<file path="src/design/slcl_pkg.sv">
// ----------------------------------------------------------------------------
// slcl_pkg: shared types and helpers for source line and comment lint
// Lexer codes, report kinds, byte codes, result record and saturating math.
// ----------------------------------------------------------------------------
package slcl_pkg;

    localparam int COLUMN_BITS = 16;
    localparam int COUNT_BITS  = 24;
    localparam int TAB_STOP    = 8;
    localparam int TAB_BITS    = $clog2(TAB_STOP);
    localparam int BAD_BITS    = 16;
    localparam int LINE_W      = 24;
    localparam int OVER_W      = 16;
    localparam int LIMIT_W     = 16;
    localparam int CFG_DATA_W  = 16;
    localparam int CFG_IDX_W   = 2;
    localparam int OUTQ_DEPTH  = 4;
    localparam int OUTQ_PTR_W  = $clog2(OUTQ_DEPTH);
    localparam int OUTQ_CNT_W  = $clog2(OUTQ_DEPTH + 1);
    localparam int OUT_TDATA_W = 112;

    localparam logic [LIMIT_W-1:0] LINE_LIMIT_RESET = 16'd80;

    // configuration register indexes
    localparam logic [CFG_IDX_W-1:0] CFG_LINE_LIMIT = 2'd0;
    localparam logic [CFG_IDX_W-1:0] CFG_FILE_KIND  = 2'd1;
    localparam logic [CFG_IDX_W-1:0] CFG_UNPRINT_OK = 2'd2;

    // file kinds
    localparam logic [1:0] FK_OTHER  = 2'd0;
    localparam logic [1:0] FK_C      = 2'd1;
    localparam logic [1:0] FK_CXX    = 2'd2;
    localparam logic [1:0] FK_HEADER = 2'd3;

    // input commands
    localparam logic CMD_TEXT = 1'b0;
    localparam logic CMD_EOF  = 1'b1;

    // byte codes
    localparam logic [7:0] CH_NUL   = 8'h00;
    localparam logic [7:0] CH_TAB   = 8'h09;
    localparam logic [7:0] CH_LF    = 8'h0A;
    localparam logic [7:0] CH_FF    = 8'h0C;
    localparam logic [7:0] CH_CR    = 8'h0D;
    localparam logic [7:0] CH_SPACE = 8'h20;
    localparam logic [7:0] CH_DQ    = 8'h22;
    localparam logic [7:0] CH_SQ    = 8'h27;
    localparam logic [7:0] CH_STAR  = 8'h2A;
    localparam logic [7:0] CH_SLASH = 8'h2F;
    localparam logic [7:0] CH_BSL   = 8'h5C;
    localparam logic [7:0] CH_TILDE = 8'h7E;

    typedef enum logic [3:0] {
        LX_NORMAL = 4'd0,
        LX_DQ     = 4'd1,
        LX_DQ_ESC = 4'd2,
        LX_SQ     = 4'd3,
        LX_SQ_ESC = 4'd4,
        LX_SLASH  = 4'd5,
        LX_CXX    = 4'd6,
        LX_CCOM   = 4'd7,
        LX_CBEGIN = 4'd8,
        LX_CDOX   = 4'd9,
        LX_CSTAR  = 4'd10
    } t_lex;

    typedef enum logic [1:0] {
        RK_LINE     = 2'd0,
        RK_CXX_IN_C = 2'd1,
        RK_C_IN_CXX = 2'd2,
        RK_SUMMARY  = 2'd3
    } t_rpt;

    typedef struct packed {
        logic c;
        logic cxx;
        logic hdr;
    } t_kinds;

    typedef struct packed {
        t_lex   state;
        t_kinds kinds;
        logic   rpt;
        t_rpt   rpt_kind;
    } t_lex_res;

    typedef struct packed {
        t_rpt                kind;
        logic [LINE_W-1:0]   line;
        logic [BAD_BITS-1:0] bad;
        logic                badf;
        logic                trail;
        logic [OVER_W-1:0]   over;
        logic                miss;
        logic [LINE_W-1:0]   blank;
        logic                dos;
        logic                bin;
        logic [LINE_W-1:0]   err;
        logic                last;
    } t_result;

    function automatic t_kinds kinds_of(input logic [1:0] fk);
        t_kinds k;
        k.c   = (fk == FK_C);
        k.cxx = (fk == FK_CXX);
        k.hdr = (fk == FK_HEADER);
        return k;
    endfunction

    // saturating add of a small amount to a count
    function automatic logic [COUNT_BITS-1:0] cnt_add(input logic [COUNT_BITS-1:0] v,
                                                      input logic [2:0] k);
        logic [COUNT_BITS:0] s;
        s = {1'b0, v} + (COUNT_BITS + 1)'(k);
        return s[COUNT_BITS] ? '1 : s[COUNT_BITS-1:0];
    endfunction

    function automatic logic [COLUMN_BITS-1:0] col_inc(input logic [COLUMN_BITS-1:0] v);
        logic [COLUMN_BITS:0] s;
        s = {1'b0, v} + (COLUMN_BITS + 1)'(1);
        return s[COLUMN_BITS] ? '1 : s[COLUMN_BITS-1:0];
    endfunction

    // advance to the next tab stop
    function automatic logic [COLUMN_BITS-1:0] col_tab(input logic [COLUMN_BITS-1:0] v);
        logic [COLUMN_BITS:0] s;
        s = {1'b0, v} + (COLUMN_BITS + 1)'(TAB_STOP);
        s[TAB_BITS-1:0] = '0;
        return s[COLUMN_BITS] ? '1 : s[COLUMN_BITS-1:0];
    endfunction

    function automatic logic [BAD_BITS-1:0] bad_inc(input logic [BAD_BITS-1:0] v);
        return (v == '1) ? v : v + BAD_BITS'(1);
    endfunction

    // clamp a count into a 24-bit report field
    function automatic logic [LINE_W-1:0] to_field(input logic [COUNT_BITS-1:0] v);
        logic [32:0] w;
        w = 33'(v);
        return (w > 33'({LINE_W{1'b1}})) ? '1 : w[LINE_W-1:0];
    endfunction

endpackage

</file>
<file path="src/design/slcl_lex.sv">
// ----------------------------------------------------------------------------
// slcl_lex: comment and string lexer
// Next lexer state, file kind update and comment-style violation flag.
// ----------------------------------------------------------------------------
module slcl_lex (
    input  slcl_pkg::t_lex     i_state,
    input  slcl_pkg::t_kinds   i_kinds,
    input  logic [7:0]         i_byte,
    input  logic               i_en,
    output slcl_pkg::t_lex_res o_res
);

    slcl_pkg::t_kinds k;
    logic             plain;

    always_comb begin
        o_res.state    = i_state;
        o_res.rpt      = 1'b0;
        o_res.rpt_kind = slcl_pkg::RK_CXX_IN_C;
        k              = i_kinds;
        plain          = 1'b0;
        if (i_en && (i_kinds.c || i_kinds.cxx || i_kinds.hdr)) begin
            unique case (i_state)
                slcl_pkg::LX_SLASH: begin
                    if (i_byte == slcl_pkg::CH_SLASH) begin
                        o_res.state = slcl_pkg::LX_CXX;
                        if (k.hdr && !k.cxx) begin
                            k.cxx = 1'b1;
                        end
                        if (k.c) begin
                            o_res.rpt      = 1'b1;
                            o_res.rpt_kind = slcl_pkg::RK_CXX_IN_C;
                        end
                    end else if (i_byte == slcl_pkg::CH_STAR) begin
                        o_res.state = slcl_pkg::LX_CBEGIN;
                    end else begin
                        o_res.state = slcl_pkg::LX_NORMAL;
                    end
                end
                slcl_pkg::LX_DQ: begin
                    if (i_byte == slcl_pkg::CH_BSL) begin
                        o_res.state = slcl_pkg::LX_DQ_ESC;
                    end else if (i_byte == slcl_pkg::CH_DQ || i_byte == slcl_pkg::CH_LF) begin
                        o_res.state = slcl_pkg::LX_NORMAL;
                    end
                end
                slcl_pkg::LX_DQ_ESC: begin
                    o_res.state = slcl_pkg::LX_DQ;
                end
                slcl_pkg::LX_SQ: begin
                    if (i_byte == slcl_pkg::CH_BSL) begin
                        o_res.state = slcl_pkg::LX_SQ_ESC;
                    end else if (i_byte == slcl_pkg::CH_SQ || i_byte == slcl_pkg::CH_LF) begin
                        o_res.state = slcl_pkg::LX_NORMAL;
                    end
                end
                slcl_pkg::LX_SQ_ESC: begin
                    o_res.state = slcl_pkg::LX_SQ;
                end
                slcl_pkg::LX_CXX: begin
                    if (i_byte == slcl_pkg::CH_LF) begin
                        o_res.state = slcl_pkg::LX_NORMAL;
                    end
                end
                slcl_pkg::LX_CBEGIN: begin
                    if (i_byte == slcl_pkg::CH_STAR) begin
                        o_res.state = slcl_pkg::LX_CDOX;
                    end else begin
                        plain       = 1'b1;
                        o_res.state = slcl_pkg::LX_CCOM;
                    end
                end
                slcl_pkg::LX_CDOX: begin
                    if (i_byte == slcl_pkg::CH_SLASH) begin
                        plain       = 1'b1;
                        o_res.state = slcl_pkg::LX_NORMAL;
                    end else if (i_byte == slcl_pkg::CH_STAR) begin
                        plain       = 1'b1;
                        o_res.state = slcl_pkg::LX_CSTAR;
                    end else begin
                        o_res.state = slcl_pkg::LX_CSTAR;
                    end
                end
                slcl_pkg::LX_CCOM: begin
                    if (i_byte == slcl_pkg::CH_STAR) begin
                        o_res.state = slcl_pkg::LX_CSTAR;
                    end
                end
                slcl_pkg::LX_CSTAR: begin
                    if (i_byte == slcl_pkg::CH_SLASH) begin
                        o_res.state = slcl_pkg::LX_NORMAL;
                    end else if (i_byte != slcl_pkg::CH_STAR) begin
                        o_res.state = slcl_pkg::LX_CCOM;
                    end
                end
                default: begin
                    if (i_byte == slcl_pkg::CH_SLASH) begin
                        o_res.state = slcl_pkg::LX_SLASH;
                    end else if (i_byte == slcl_pkg::CH_SQ) begin
                        o_res.state = slcl_pkg::LX_SQ;
                    end else if (i_byte == slcl_pkg::CH_DQ) begin
                        o_res.state = slcl_pkg::LX_DQ;
                    end else begin
                        o_res.state = slcl_pkg::LX_NORMAL;
                    end
                end
            endcase
            // a plain C comment turns a header into C, and is flagged where the C++ kind is set
            if (plain) begin
                if (k.hdr && !k.c) begin
                    k.hdr = 1'b0;
                    k.c   = 1'b1;
                end
                if (k.cxx) begin
                    o_res.rpt      = 1'b1;
                    o_res.rpt_kind = slcl_pkg::RK_C_IN_CXX;
                end
            end
        end
        o_res.kinds = k;
    end

endmodule

</file>
<file path="src/design/slcl_outq.sv">
// ----------------------------------------------------------------------------
// slcl_outq: result queue
// Small FIFO taking up to two results per cycle and giving one per cycle when popped.
// ----------------------------------------------------------------------------
module slcl_outq (
    input  logic              i_clk,
    input  logic              i_rst_n,
    input  logic [1:0]        i_push_cnt,
    input  slcl_pkg::t_result i_push0,
    input  slcl_pkg::t_result i_push1,
    output logic              o_room2,
    output logic              o_valid,
    output slcl_pkg::t_result o_head,
    input  logic              i_pop
);

    slcl_pkg::t_result                  r_mem [slcl_pkg::OUTQ_DEPTH];
    logic [slcl_pkg::OUTQ_PTR_W-1:0]    r_wp;
    logic [slcl_pkg::OUTQ_PTR_W-1:0]    r_rp;
    logic [slcl_pkg::OUTQ_CNT_W-1:0]    r_count;
    logic [slcl_pkg::OUTQ_CNT_W-1:0]    n_count;
    logic                               pop;
    logic [slcl_pkg::OUTQ_PTR_W-1:0]    wp1;

    assign pop     = i_pop && (r_count != '0);
    assign o_valid = (r_count != '0);
    assign o_head  = r_mem[r_rp];
    assign o_room2 = (r_count <= slcl_pkg::OUTQ_CNT_W'(slcl_pkg::OUTQ_DEPTH - 2));
    assign wp1     = r_wp + slcl_pkg::OUTQ_PTR_W'(1);
    assign n_count = r_count + slcl_pkg::OUTQ_CNT_W'(i_push_cnt)
                     - slcl_pkg::OUTQ_CNT_W'(pop);

    always_ff @(posedge i_clk) begin
        if (i_push_cnt != 2'd0) begin
            r_mem[r_wp] <= i_push0;
        end
        if (i_push_cnt == 2'd2) begin
            r_mem[wp1] <= i_push1;
        end
    end

    always_ff @(posedge i_clk) begin
        if (!i_rst_n) begin
            r_wp    <= '0;
            r_rp    <= '0;
            r_count <= '0;
        end else begin
            r_wp    <= r_wp + slcl_pkg::OUTQ_PTR_W'(i_push_cnt);
            r_rp    <= r_rp + slcl_pkg::OUTQ_PTR_W'(pop);
            r_count <= n_count;
        end
    end

    a_no_overflow: assert property (@(posedge i_clk) disable iff (!i_rst_n)
        (i_push_cnt != 2'd0) |-> (({1'b0, r_count} + 4'(i_push_cnt))
                                  <= 4'(slcl_pkg::OUTQ_DEPTH)))
        else $error("result queue overflow");

endmodule

</file>
<file path="src/design/source_line_and_comment_lint.sv">
// ----------------------------------------------------------------------------
// source_line_and_comment_lint: per-byte source text checker
// Each result is written into the result queue at its byte transfer and is shown on the master side from there.
// Throughput: one byte per cycle; an item with two results gives them one after the other,
//   and the 4-entry result queue stalls input when nearly full.
// Reset (synchronous, active low): registers to defaults, lexer and counters
//   cleared, result queue emptied; no clearing pass.
// ----------------------------------------------------------------------------
module source_line_and_comment_lint (
    input  logic                                 i_clk,
    input  logic                                 i_rst_n,
    // slave side
    input  logic                                 i_s_tvalid,
    output logic                                 o_s_tready,
    input  logic [7:0]                           i_s_tdata,   // [7:0] text_byte
    input  logic                                 i_s_tuser,   // [0] command
    // master side
    output logic                                 o_m_tvalid,
    input  logic                                 i_m_tready,
    // [23:0] line_no, [39:24] bad_char_count, [40] bad_char_flag,
    // [41] trailing_space, [57:42] over_by, [58] missing_newline,
    // [82:59] blank_tail, [83] dos_seen, [84] binary_seen,
    // [108:85] error_total, [111:109] zero
    output logic [slcl_pkg::OUT_TDATA_W-1:0]     o_m_tdata,
    output logic [1:0]                           o_m_tuser,   // [1:0] report_kind
    output logic                                 o_m_tlast,
    // configuration write channel
    input  logic                                 i_cfg_valid,
    output logic                                 o_cfg_ready,
    input  logic [slcl_pkg::CFG_IDX_W-1:0]       i_cfg_index,
    input  logic [slcl_pkg::CFG_DATA_W-1:0]      i_cfg_data
);

    // configuration
    logic [slcl_pkg::LIMIT_W-1:0]     r_line_limit;
    logic [1:0]                       r_file_kind;
    logic                             r_unprint_ok;

    // per-file scan state
    slcl_pkg::t_lex                   r_lex;
    slcl_pkg::t_kinds                 r_kinds;
    logic [slcl_pkg::COLUMN_BITS-1:0] r_column;
    logic [slcl_pkg::BAD_BITS-1:0]    r_bad;
    logic                             r_space_end;
    logic                             r_line_space;
    logic                             r_cr;
    logic [slcl_pkg::COUNT_BITS-1:0]  r_lines;
    logic [slcl_pkg::COUNT_BITS-1:0]  r_blank;
    logic [slcl_pkg::COUNT_BITS-1:0]  r_errors;
    logic                             r_dos;
    logic                             r_bin;

    slcl_pkg::t_lex                   n_lex;
    slcl_pkg::t_kinds                 n_kinds;
    logic [slcl_pkg::COLUMN_BITS-1:0] n_column;
    logic [slcl_pkg::BAD_BITS-1:0]    n_bad;
    logic                             n_space_end;
    logic                             n_line_space;
    logic                             n_cr;
    logic [slcl_pkg::COUNT_BITS-1:0]  n_lines;
    logic [slcl_pkg::COUNT_BITS-1:0]  n_blank;
    logic [slcl_pkg::COUNT_BITS-1:0]  n_errors;
    logic                             n_dos;
    logic                             n_bin;

    logic                             s_accept;
    logic                             cfg_wr;
    logic [7:0]                       in_byte;
    logic                             is_eof;
    logic                             lex_en;
    slcl_pkg::t_lex_res               lx;

    logic                             room2;
    logic [1:0]                       push_cnt;
    slcl_pkg::t_result                push0;
    slcl_pkg::t_result                push1;
    slcl_pkg::t_result                head;

    assign s_accept    = i_s_tvalid && o_s_tready;
    assign o_s_tready  = room2;
    assign o_cfg_ready = 1'b1;
    assign cfg_wr      = i_cfg_valid;
    assign in_byte     = i_s_tdata;
    assign is_eof      = (i_s_tuser == slcl_pkg::CMD_EOF);

    // a held CR followed by LF is a DOS line end and never reaches the lexer
    assign lex_en = !is_eof && !(r_cr && in_byte == slcl_pkg::CH_LF);

    slcl_lex u_lex (
        .i_state (r_lex),
        .i_kinds (r_kinds),
        .i_byte  (in_byte),
        .i_en    (lex_en),
        .o_res   (lx)
    );

    // ------------------------------------------------------------------
    // One-pass step: state update and up to two results per item
    // ------------------------------------------------------------------
    slcl_pkg::t_result cmt_r;
    slcl_pkg::t_result line_r;
    slcl_pkg::t_result sum_r;
    logic              do_end;
    logic              miss;
    logic              badf;
    logic              over;
    logic [32:0]       col_w;
    logic [32:0]       lim_w;
    logic [32:0]       diff_w;

    always_comb begin
        n_lex        = r_lex;
        n_kinds      = r_kinds;
        n_column     = r_column;
        n_bad        = r_bad;
        n_space_end  = r_space_end;
        n_line_space = r_line_space;
        n_cr         = r_cr;
        n_lines      = r_lines;
        n_blank      = r_blank;
        n_errors     = r_errors;
        n_dos        = r_dos;
        n_bin        = r_bin;
        cmt_r        = '0;
        line_r       = '0;
        sum_r        = '0;
        do_end       = 1'b0;
        miss         = 1'b0;
        badf         = 1'b0;
        over         = 1'b0;
        col_w        = '0;
        lim_w        = '0;
        diff_w       = '0;

        if (!is_eof) begin
            if (r_cr && in_byte == slcl_pkg::CH_LF) begin
                n_cr   = 1'b0;
                n_dos  = 1'b1;
                do_end = 1'b1;
            end else begin
                // a stray CR counts as one unprintable trailing column
                if (r_cr) begin
                    n_cr        = 1'b0;
                    n_bad       = slcl_pkg::bad_inc(n_bad);
                    n_column    = slcl_pkg::col_inc(n_column);
                    n_space_end = 1'b1;
                end
                n_lex   = lx.state;
                n_kinds = lx.kinds;
                if (lx.rpt) begin
                    n_errors   = slcl_pkg::cnt_add(n_errors, 3'd1);
                    cmt_r.kind = lx.rpt_kind;
                    cmt_r.line = slcl_pkg::to_field(slcl_pkg::cnt_add(r_lines, 3'd1));
                    cmt_r.err  = slcl_pkg::to_field(n_errors);
                end
                unique case (in_byte)
                    slcl_pkg::CH_FF: begin
                        n_column = slcl_pkg::col_inc(n_column);
                    end
                    slcl_pkg::CH_CR: begin
                        n_cr = 1'b1;
                    end
                    slcl_pkg::CH_LF: begin
                        do_end = 1'b1;
                    end
                    slcl_pkg::CH_TAB: begin
                        n_column     = slcl_pkg::col_tab(n_column);
                        n_space_end  = 1'b1;
                        n_line_space = 1'b1;
                    end
                    slcl_pkg::CH_SPACE: begin
                        n_column     = slcl_pkg::col_inc(n_column);
                        n_space_end  = 1'b1;
                        n_line_space = 1'b1;
                    end
                    default: begin
                        if (in_byte == slcl_pkg::CH_NUL) begin
                            n_bin = 1'b1;
                        end
                        if (in_byte < slcl_pkg::CH_SPACE || in_byte > slcl_pkg::CH_TILDE) begin
                            n_bad = slcl_pkg::bad_inc(n_bad);
                        end
                        n_column    = slcl_pkg::col_inc(n_column);
                        n_space_end = 1'b0;
                    end
                endcase
            end
        end else begin
            // end of file: held CR is unprintable but not trailing space
            if (r_cr) begin
                n_cr     = 1'b0;
                n_bad    = slcl_pkg::bad_inc(n_bad);
                n_column = slcl_pkg::col_inc(n_column);
            end
            if (n_column != '0) begin
                do_end = 1'b1;
                miss   = 1'b1;
            end
        end

        // line report
        if (do_end) begin
            col_w  = 33'(n_column);
            lim_w  = 33'(r_line_limit);
            diff_w = col_w - lim_w;
            badf   = (n_bad != '0) && !r_unprint_ok;
            over   = (col_w > lim_w) && n_line_space;
            n_errors = slcl_pkg::cnt_add(n_errors, 3'(miss) + 3'(badf)
                                         + 3'(n_space_end) + 3'(over));
            n_blank  = (n_column != '0) ? '0 : slcl_pkg::cnt_add(n_blank, 3'd1);
            n_lines  = slcl_pkg::cnt_add(n_lines, 3'd1);
            line_r.kind  = slcl_pkg::RK_LINE;
            line_r.line  = slcl_pkg::to_field(n_lines);
            line_r.bad   = n_bad;
            line_r.badf  = badf;
            line_r.trail = n_space_end;
            if (over) begin
                line_r.over = (diff_w > 33'({slcl_pkg::OVER_W{1'b1}})) ?
                              '1 : diff_w[slcl_pkg::OVER_W-1:0];
            end
            line_r.miss  = miss;
            line_r.err   = slcl_pkg::to_field(n_errors);
            n_column     = '0;
            n_bad        = '0;
            n_space_end  = 1'b0;
            n_line_space = 1'b0;
        end

        // file summary, then clear all scan state for the next file
        if (is_eof) begin
            n_errors = slcl_pkg::cnt_add(n_errors, 3'(n_dos) + 3'(n_blank != '0)
                                         + 3'(n_bin));
            sum_r.kind  = slcl_pkg::RK_SUMMARY;
            sum_r.line  = (n_lines != '0) ? slcl_pkg::to_field(n_lines)
                                          : slcl_pkg::LINE_W'(1);
            sum_r.blank = slcl_pkg::to_field(n_blank);
            sum_r.dos   = n_dos;
            sum_r.bin   = n_bin;
            sum_r.err   = slcl_pkg::to_field(n_errors);
            n_lex        = slcl_pkg::LX_NORMAL;
            n_kinds      = slcl_pkg::kinds_of(r_file_kind);
            n_column     = '0;
            n_bad        = '0;
            n_space_end  = 1'b0;
            n_line_space = 1'b0;
            n_cr         = 1'b0;
            n_lines      = '0;
            n_blank      = '0;
            n_errors     = '0;
            n_dos        = 1'b0;
            n_bin        = 1'b0;
        end

        // order results: comment report, line report, summary
        push_cnt = s_accept ? (2'(lx.rpt && !is_eof) + 2'(do_end) + 2'(is_eof)) : 2'd0;
        if (lx.rpt && !is_eof) begin
            push0 = cmt_r;
            push1 = line_r;
        end else if (do_end) begin
            push0 = line_r;
            push1 = sum_r;
        end else begin
            push0 = sum_r;
            push1 = sum_r;
        end
        // mark the final result of this item
        if (push_cnt == 2'd2) begin
            push1.last = 1'b1;
        end else begin
            push0.last = 1'b1;
        end
    end

    // ------------------------------------------------------------------
    // State and configuration registers
    // ------------------------------------------------------------------
    always_ff @(posedge i_clk) begin
        if (!i_rst_n) begin
            r_line_limit <= slcl_pkg::LINE_LIMIT_RESET;
            r_file_kind  <= slcl_pkg::FK_OTHER;
            r_unprint_ok <= 1'b0;
            r_lex        <= slcl_pkg::LX_NORMAL;
            r_kinds      <= slcl_pkg::kinds_of(slcl_pkg::FK_OTHER);
            r_column     <= '0;
            r_bad        <= '0;
            r_space_end  <= 1'b0;
            r_line_space <= 1'b0;
            r_cr         <= 1'b0;
            r_lines      <= '0;
            r_blank      <= '0;
            r_errors     <= '0;
            r_dos        <= 1'b0;
            r_bin        <= 1'b0;
        end else begin
            if (s_accept) begin
                r_lex        <= n_lex;
                r_kinds      <= n_kinds;
                r_column     <= n_column;
                r_bad        <= n_bad;
                r_space_end  <= n_space_end;
                r_line_space <= n_line_space;
                r_cr         <= n_cr;
                r_lines      <= n_lines;
                r_blank      <= n_blank;
                r_errors     <= n_errors;
                r_dos        <= n_dos;
                r_bin        <= n_bin;
            end
            // writes to file_kind reload the kind bits at once
            if (cfg_wr) begin
                unique case (i_cfg_index)
                    slcl_pkg::CFG_LINE_LIMIT: begin
                        r_line_limit <= i_cfg_data[slcl_pkg::LIMIT_W-1:0];
                    end
                    slcl_pkg::CFG_FILE_KIND: begin
                        r_file_kind <= i_cfg_data[1:0];
                        r_kinds     <= slcl_pkg::kinds_of(i_cfg_data[1:0]);
                    end
                    slcl_pkg::CFG_UNPRINT_OK: begin
                        r_unprint_ok <= i_cfg_data[0];
                    end
                    default: begin
                    end
                endcase
            end
        end
    end

    // ------------------------------------------------------------------
    // Result queue and master side
    // ------------------------------------------------------------------
    slcl_outq u_outq (
        .i_clk      (i_clk),
        .i_rst_n    (i_rst_n),
        .i_push_cnt (push_cnt),
        .i_push0    (push0),
        .i_push1    (push1),
        .o_room2    (room2),
        .o_valid    (o_m_tvalid),
        .o_head     (head),
        .i_pop      (i_m_tready)
    );

    assign o_m_tuser = head.kind;
    assign o_m_tlast = head.last;
    assign o_m_tdata = {3'b000, head.err, head.bin, head.dos, head.blank, head.miss,
                        head.over, head.trail, head.badf, head.bad, head.line};

    // ------------------------------------------------------------------
    // Assertions
    // ------------------------------------------------------------------
    a_summary_last: assert property (@(posedge i_clk) disable iff (!i_rst_n)
        (o_m_tvalid && o_m_tuser == slcl_pkg::RK_SUMMARY) |-> o_m_tlast)
        else $error("file summary not marked last");

    a_eof_clears: assert property (@(posedge i_clk) disable iff (!i_rst_n)
        (s_accept && is_eof) |=> (r_errors == '0 && r_lines == '0 && !r_cr))
        else $error("state not cleared after end of file");

    a_line_fields_only: assert property (@(posedge i_clk) disable iff (!i_rst_n)
        (o_m_tvalid && o_m_tuser != slcl_pkg::RK_LINE) |->
            (head.bad == '0 && head.over == '0 && !head.miss))
        else $error("line fields set on a non-line report");

endmodule

</file>
<file path="config.mk">
export PLATFORM = sky130hd
export DESIGN_NAME = source_line_and_comment_lint
export DESIGN_NICKNAME = d
export VERILOG_FILES = /design/src/design/slcl_pkg.sv /design/src/design/slcl_lex.sv /design/src/design/slcl_outq.sv /design/src/design/source_line_and_comment_lint.sv
export SDC_FILE = /design/constraint.sdc
export NUM_CORES = 1
export LEC_CHECK = 0
export BUFFER_PORTS_ARGS = -buffer_cell sky130_fd_sc_hd__buf_2
export CORE_AREA = 2 2 310 434
export CTS_BUF_LIST = sky130_fd_sc_hd__clkbuf_8
export CTS_CLUSTER_SIZE = 30
export DETAILED_ROUTE_END_ITERATION = 16
export DIE_AREA = 0 0 312 436
export PLACE_DENSITY_LB_ADDON = 0.08
export REMOVE_ABC_BUFFERS = 1
export SLEW_MARGIN = 20
export SYNTH_ARGS = -nofsm -noshare
export SYNTH_HDL_FRONTEND = slang
export SYNTH_HIERARCHICAL = 1
export SYNTH_SLANG_ARGS = --single-unit
</file>
<file path="constraint.sdc">
create_clock -name i_clk -period 16.3 [get_ports i_clk]
set_clock_uncertainty 0.1 [all_clocks]
set_input_delay 4.89 -clock i_clk [delete_from_list [all_inputs] [get_ports i_clk]]
set_output_delay 4.89 -clock i_clk [all_outputs]
set_load 0.01 [all_outputs]
</file>
==> impl_metrics.csv, run 1 <==
group,metric,value,unit
power,power.clock.fraction,0.348,
setup_path,crit_path_max_incr_delay,0.58,ns
final_layout,mostFrequentLayoutCells,"448 x edfxtp_1, 370 x mux2_2, 293 x nand2_1",
cts,htree_levels,3,
grt,track_usage,0.211,
final_layout,instances_no_fill,5674,
setup_path,cp_num_buf_inv,3,
synthesis,synth_seq_cells,590,
setup_path,worst_path_most_repeated_cell,"o21ai_0",
power,leakagePower,15.4,nW
cts,ctsHoldBuffers,0,
sta,final_max_slew_viol_count,0,
final_layout,fillers,13736,
synthesis,synth_cells,3744,
setup_path,worstPathRequired,16.86,ns
power,powerDensity,97.8,nW/µm²
sta,tightest_slew,1.04,ns
setup_path,critical_path.endpoint_type,"flop",
power,sequentialPowerShare,0.417,
floorplan,die_w,312,µm
synthesis,async_flop_share,0,
grt,grt_start_max_net_pins,113,
cts,max-clock-path-buffers,3,
floorplan,core,132000,µm²
power,swShare,0.320,
synthesis,synth-seq-area-share,0.413,
setup_path,critPathLaunchType,"input port",
setup_path,cp.arrival,15.06,ns
floorplan,die_h,436,µm
placement,hpwl,99.8,mm
power,p_int,0.00292,W
sta,fmax,69.0,MHz
job,cap_violations,0,
floorplan,num_io_pins,150,
synthesis,syn_area,39400,µm²
worst_hold_path,min_path_type,"reg -> reg",
final_layout,final_common_cell,"edfxtp_1",
route,drt_iter0_drc,1795,
power,comb_power_share,0.235,
grt,antenna_found_initial,5,
final_layout,multi_input_area,21400,µm²
cts,post_cts_buffers,0,
cts,clk_pin_slew,0.06,ns
final_layout,finalNetCount,3890,
synthesis,synthFlopType,"edfxtp_1",
final_layout,drive_gt1_frac,0.245,
setup_path,worstSetupPathType,"in -> reg",
sta,period_minus_slack,14.50,ns
cts,ctsResizeCount,0,
setup_path,critPathTopFamily,"compound AO/OA/AOI/OAI gates",
placement,io_buffers,145,
cts,clkLatencyLatePin,0.82,ns
sta,finalSetupViolCount,0,
cts,cts-buffers-inserted,106,
synthesis,syn_avg_cell_area,10.5,µm²
route,avgViaCountPerCell,5.46,
route,vias,30989,
route,wl,146,mm
grt,grt_pass1_vias,32279,
floorplan,start_util,0.298,
status,status,"finished clean",
power,peakVddDrop,0.0542,mV
route,ant_nets,0,
final_layout,area_growth,11.5,%
sta,min_period_over_period,0.890,
power,switchingPower,0.00138,W
floorplan,num_rows,158,
synthesis,yosys_warnings,6,
cts,cts_tree,"built",
power,p_total,0.00430,W
placement,gp_congestion,0.936,
setup_path,slowest_stage,"nor4_2",
route,drt-wirelength-per-cell,25.8,µm
grt,grt_overflow,0,
floorplan,die_area,136000,µm²
setup_path,cp_max_fo,12,
sta,hold_viol,0,
cts,cts_num_sinks,590,
synthesis,synth_cell_types,121,
synthesis,synth-edff-count,448,
route,route.detailed.drc,0,
placement,dp.cells,5471,
cts,cts_root_buffer,"clkbuf_8",
sta,maxSlewHeadroom,0.308,
grt,grt_pass1_wl,217,mm
sta,rsz0062_at_grt,"no",
final_layout,seqCellArea,16300,µm²
route,drt_pass1_iterations,5,
path summary, 6_finish.rpt:
check,depth (start not counted),end,slack (ns),startpoint
setup / recovery,40,u_outq/r_mem[1][13]$_DFFE_PP_,1.80,i_s_tdata[5]
hold / removal,2,r_line_limit[10]$_SDFFE_PN0P_,0.37,r_line_limit[10]$_SDFFE_PN0P_
setup reg to reg,43,u_outq/r_mem[1][13]$_DFFE_PP_,4.21,r_column[5]$_SDFFE_PN0P_
hold reg to reg,2,r_line_limit[10]$_SDFFE_PN0P_,0.37,r_line_limit[10]$_SDFFE_PN0P_
power groups by stage:
stage               clock [W]  combinational (W)  sequential (W)
floorplan                   0           0.000565         0.00188
detailed placement          0            0.00104         0.00182
global placement            0            0.00104         0.00182
CTS                   0.00156            0.00105         0.00179
global route          0.00161            0.00109         0.00180
finish                0.00150            0.00101         0.00179
worst register-to-register path, delay by kind of cell (launching register included):
kind,cells,cell delay [ns]
fa+ha+maj,6,2.37
compound gates,20,4.87
mux,1,0.23
simple gates,13,3.16
flops,1,0.72
buf+inv,3,0.51
per-layer routing:
layer,track usage,vias to the layer above,wire [µm],share of wire
met5,0,-,0,0
met1,0.242,15585,58300,0.40
met4,0.0886,0,5650,0.039
met3,0.0267,270,5230,0.036
li1,-,14388,-,-
met2,0.393,746,77100,0.53
logic make-up (layout without fill, tap and decap cells):
kind of cell | after synthesis | in the layout | synth area share
simple gates | 1208 | 1208 | 0.160
compound gates | 846 | 846 | 0.144
mux | 590 | 590 | 0.200
flops | 590 | 590 | 0.413
buf+inv | 369 | 530 | 0.0458
xor+xnor | 100 | 100 | 0.0229
fa+ha+maj | 39 | 39 | 0.0137
other cells | 2 | 11 | 0.000191
state kept, by name, summed over array words and instances (netlist names):
register        flops
r_lines            24
r_dos               1
u_outq/r_wp         2
r_bad              16
u_outq/r_rp         2
r_line_limit       16
r_blank            24
r_file_kind         2
r_space_end         1
r_cr                1
r_column           16
r_errors           24
r_lex               4
u_outq/r_count      3
r_unprint_ok        1
r_kinds             3
r_bin               1
r_line_space        1
u_outq/r_mem      448
synth_stat cells (87+ instances only):
library cell / count / area (µm²)
a21oi_1: 152 / 761
and2_1: 109 / 682
clkbuf_1: 136 / 510
dfxtp_1: 142 / 2840
edfxtp_1: 448 / 13500
inv_1: 96 / 360
mux2_2: 370 / 4170
mux4_2: 112 / 2520
nand2_1: 297 / 1110
nand3_1: 87 / 435
nor2_1: 290 / 1090
o21ai_0: 195 / 976
layout make-up:
| class | instances | area share |
|---|---|---|
| antenna | 3 | 0.000171 |
| clock buffer | 117 | 0.0366 |
| clock inverter | 83 | 0.0135 |
| inverter | 97 | 0.00829 |
| multi-input combinational | 2791 | 0.488 |
| sequential | 590 | 0.371 |
| tap | 1760 | 0.0501 |
| timing repair buffer | 233 | 0.0322 |
through the flow:
step                      hold WS [ns]  utilization  worst slack, ns  area, µm²  TNS (ns)
after global routing             0.401        0.333            0.996      43900         0
after floorplan                  0.337            -            -7.49      38000  -2064.77
after global placement           0.352        0.316             1.32      41700         0
final                            0.368        0.333             1.80      43900         0
after CTS                        0.373        0.333             1.96      43900         0
after detailed placement         0.365        0.316             1.08      41700         0
No activity file was read; power rests on OpenSTA's default activity.
==> run 2, diff against run 1 <==
- REMOVE_ABC_BUFFERS: 1 -> not set
==> run 2 against run 1 <==
Net effect: first-iteration DRC count grew 27%; die area is the same; clock power shrank 5%; largest cell class unchanged; utilization shrank 0.054 points; combinational power is essentially flat; final cell count is essentially flat; via count grew 0.83%.
==> impl_metrics.csv, run 2 (synthesis results as in run 1) <==
group,metric,value,unit
status,status,"finished clean",
final_layout,largest_register,"u_outq/r_mem",
sta,finalSetupViolCount,0,
cts,cts_tree,"built",
setup_path,slowest_stage,"and2b_1",
floorplan,core,132000,µm²
setup_path,cp.arrival,15.28,ns
grt,grt_pass1_wl,220,mm
final_layout,mostFrequentLayoutCells,"448 x edfxtp_1, 370 x mux2_2, 295 x nand2_1",
floorplan,num_rows,158,
cts,ctsResizeCount,0,
final_layout,largest_register_ffs,448,
setup_path,critPathTopFamily,"compound AO/OA/AOI/OAI gates",
route,drt_iter0_drc,2281,
route,drt_pass1_iterations,8,
sta,hold_viol,0,
cts,clkLatencyLatePin,0.85,ns
final_layout,finalNetCount,3892,
setup_path,critical_path.endpoint_type,"flop",
sta,tns,0,ns
setup_path,critPathLaunchType,"input port",
floorplan,num_io_pins,150,
sta,final_max_slew_viol_count,0,
cts,cts_root_buffer,"clkbuf_8",
sta,tightest_slew,1.07,ns
route,wl,148,mm
sta,period_minus_slack,14.71,ns
route,vias,31247,
floorplan,die_w,312,µm
sta,maxSlewHeadroom,0.287,
placement,dp_slack,0.844,ns
grt,grt_start_max_net_pins,114,
power,leakagePower,15.4,nW
grt,grt_overflow,0,
setup_path,worstPathRequired,16.87,ns
grt,antenna_found_initial,5,
cts,cts_num_sinks,590,
sta,fin_ws,1.59,ns
grt,track_usage,0.215,
cts,max-clock-path-buffers,3,
job,cap_violations,0,
power,peakVddDrop,0.0658,mV
floorplan,die_area,136000,µm²
route,drt-wirelength-per-cell,26.1,µm
setup_path,cp_max_fo,12,
power,powerDensity,96.5,nW/µm²
final_layout,drive_gt1_frac,0.244,
cts,htree_levels,3,
sta,rsz0062_at_grt,"no",
floorplan,die_h,436,µm
placement,io_buffers,145,
sta,fmax,68.0,MHz
cts,cts-buffers-inserted,105,
floorplan,start_util,0.298,
grt,grt_pass1_vias,32242,
cts,ctsHoldBuffers,0,
setup_path,cp_num_buf_inv,6,
worst_hold_path,min_path_type,"reg -> reg",
setup_path,crit_path_max_incr_delay,0.70,ns
setup_path,worst_path_most_repeated_cell,"o21ai_0",
sta,whs,0.365,ns
placement,hpwl,96.9,mm
final_layout,area_growth,11.3,%
placement,gp_congestion,0.899,
setup_path,worstSetupPathType,"in -> reg",
cts,clk_pin_slew,0.06,ns
route,avgViaCountPerCell,5.51,
route,route.detailed.drc,0,
cts,post_cts_buffers,0,
sta,min_period_over_period,0.902,
final_layout,final_common_cell,"edfxtp_1",
route,ant_nets,0,
[run 2: worst register-to-register path, delay by kind of cell (launching register included)]
family	cells	cell delay, ns
and+or+nand+nor	13	3.36
adders and majority gates	6	2.36
AOI/OAI and AO/OA	20	5.37
muxes	1	0.23
buffers and inverters	4	0.68
DFF	1	0.75
[run 2: report_power, final]
group	internal, W	leakage, nW	switching [W]	total, W
logic	0.000389	8.93	0.000638	0.00103
registers	0.00173	5.27	0.0000564	0.00179
clock network	0.000729	1.24	0.000687	0.00142
total	0.00285	15.4	0.00138	0.00423
[run 2: layout make-up]
class | instances | area (µm²)
Timing Repair Buffer | 236 | 1460
Tap cell | 1760 | 2200
Clock inverter | 86 | 527
Multi-Input combinational cell | 2791 | 21500
Sequential cell | 590 | 16300
Fill cell | 13703 | 88200
Clock buffer | 112 | 1540
Inverter | 97 | 364
Antenna cell | 4 | 10.0
[run 2: per-layer routing]
metal | up-vias | global-route usage | share of wire
li1 | 14393 | - | -
met1 | 15798 | 0.262 | 0.42
met2 | 791 | 0.381 | 0.50
met3 | 263 | 0.0278 | 0.040
met4 | 2 | 0.0863 | 0.040
met5 | - | 0 | 0.000088
[run 2: per-stage QoR]
step                      cells  power [W]  instance area (µm²)   util
after detailed placement   5473    0.00288                41800  0.316
final                      5676    0.00423                43900  0.332
after floorplan            3750    0.00244                39400      -
after global placement     5473    0.00288                41800  0.316
after global routing       5674    0.00444                43900  0.332
after CTS                  5671    0.00432                43800  0.332
[run 2: path summary, 6_finish.rpt]
check / start / endpoint / slack, ns / cells past startpoint
setup reg to reg: r_column[4]$_SDFFE_PN0P_ / u_outq/r_mem[0][7]$_DFFE_PP_ / 3.28 / 44
hold reg to reg: r_line_limit[8]$_SDFFE_PN0P_ / r_line_limit[8]$_SDFFE_PN0P_ / 0.37 / 2
setup / recovery: i_s_tdata[4] / u_outq/r_mem[0][7]$_DFFE_PP_ / 1.59 / 44
hold / removal: r_line_limit[8]$_SDFFE_PN0P_ / r_line_limit[8]$_SDFFE_PN0P_ / 0.37 / 2
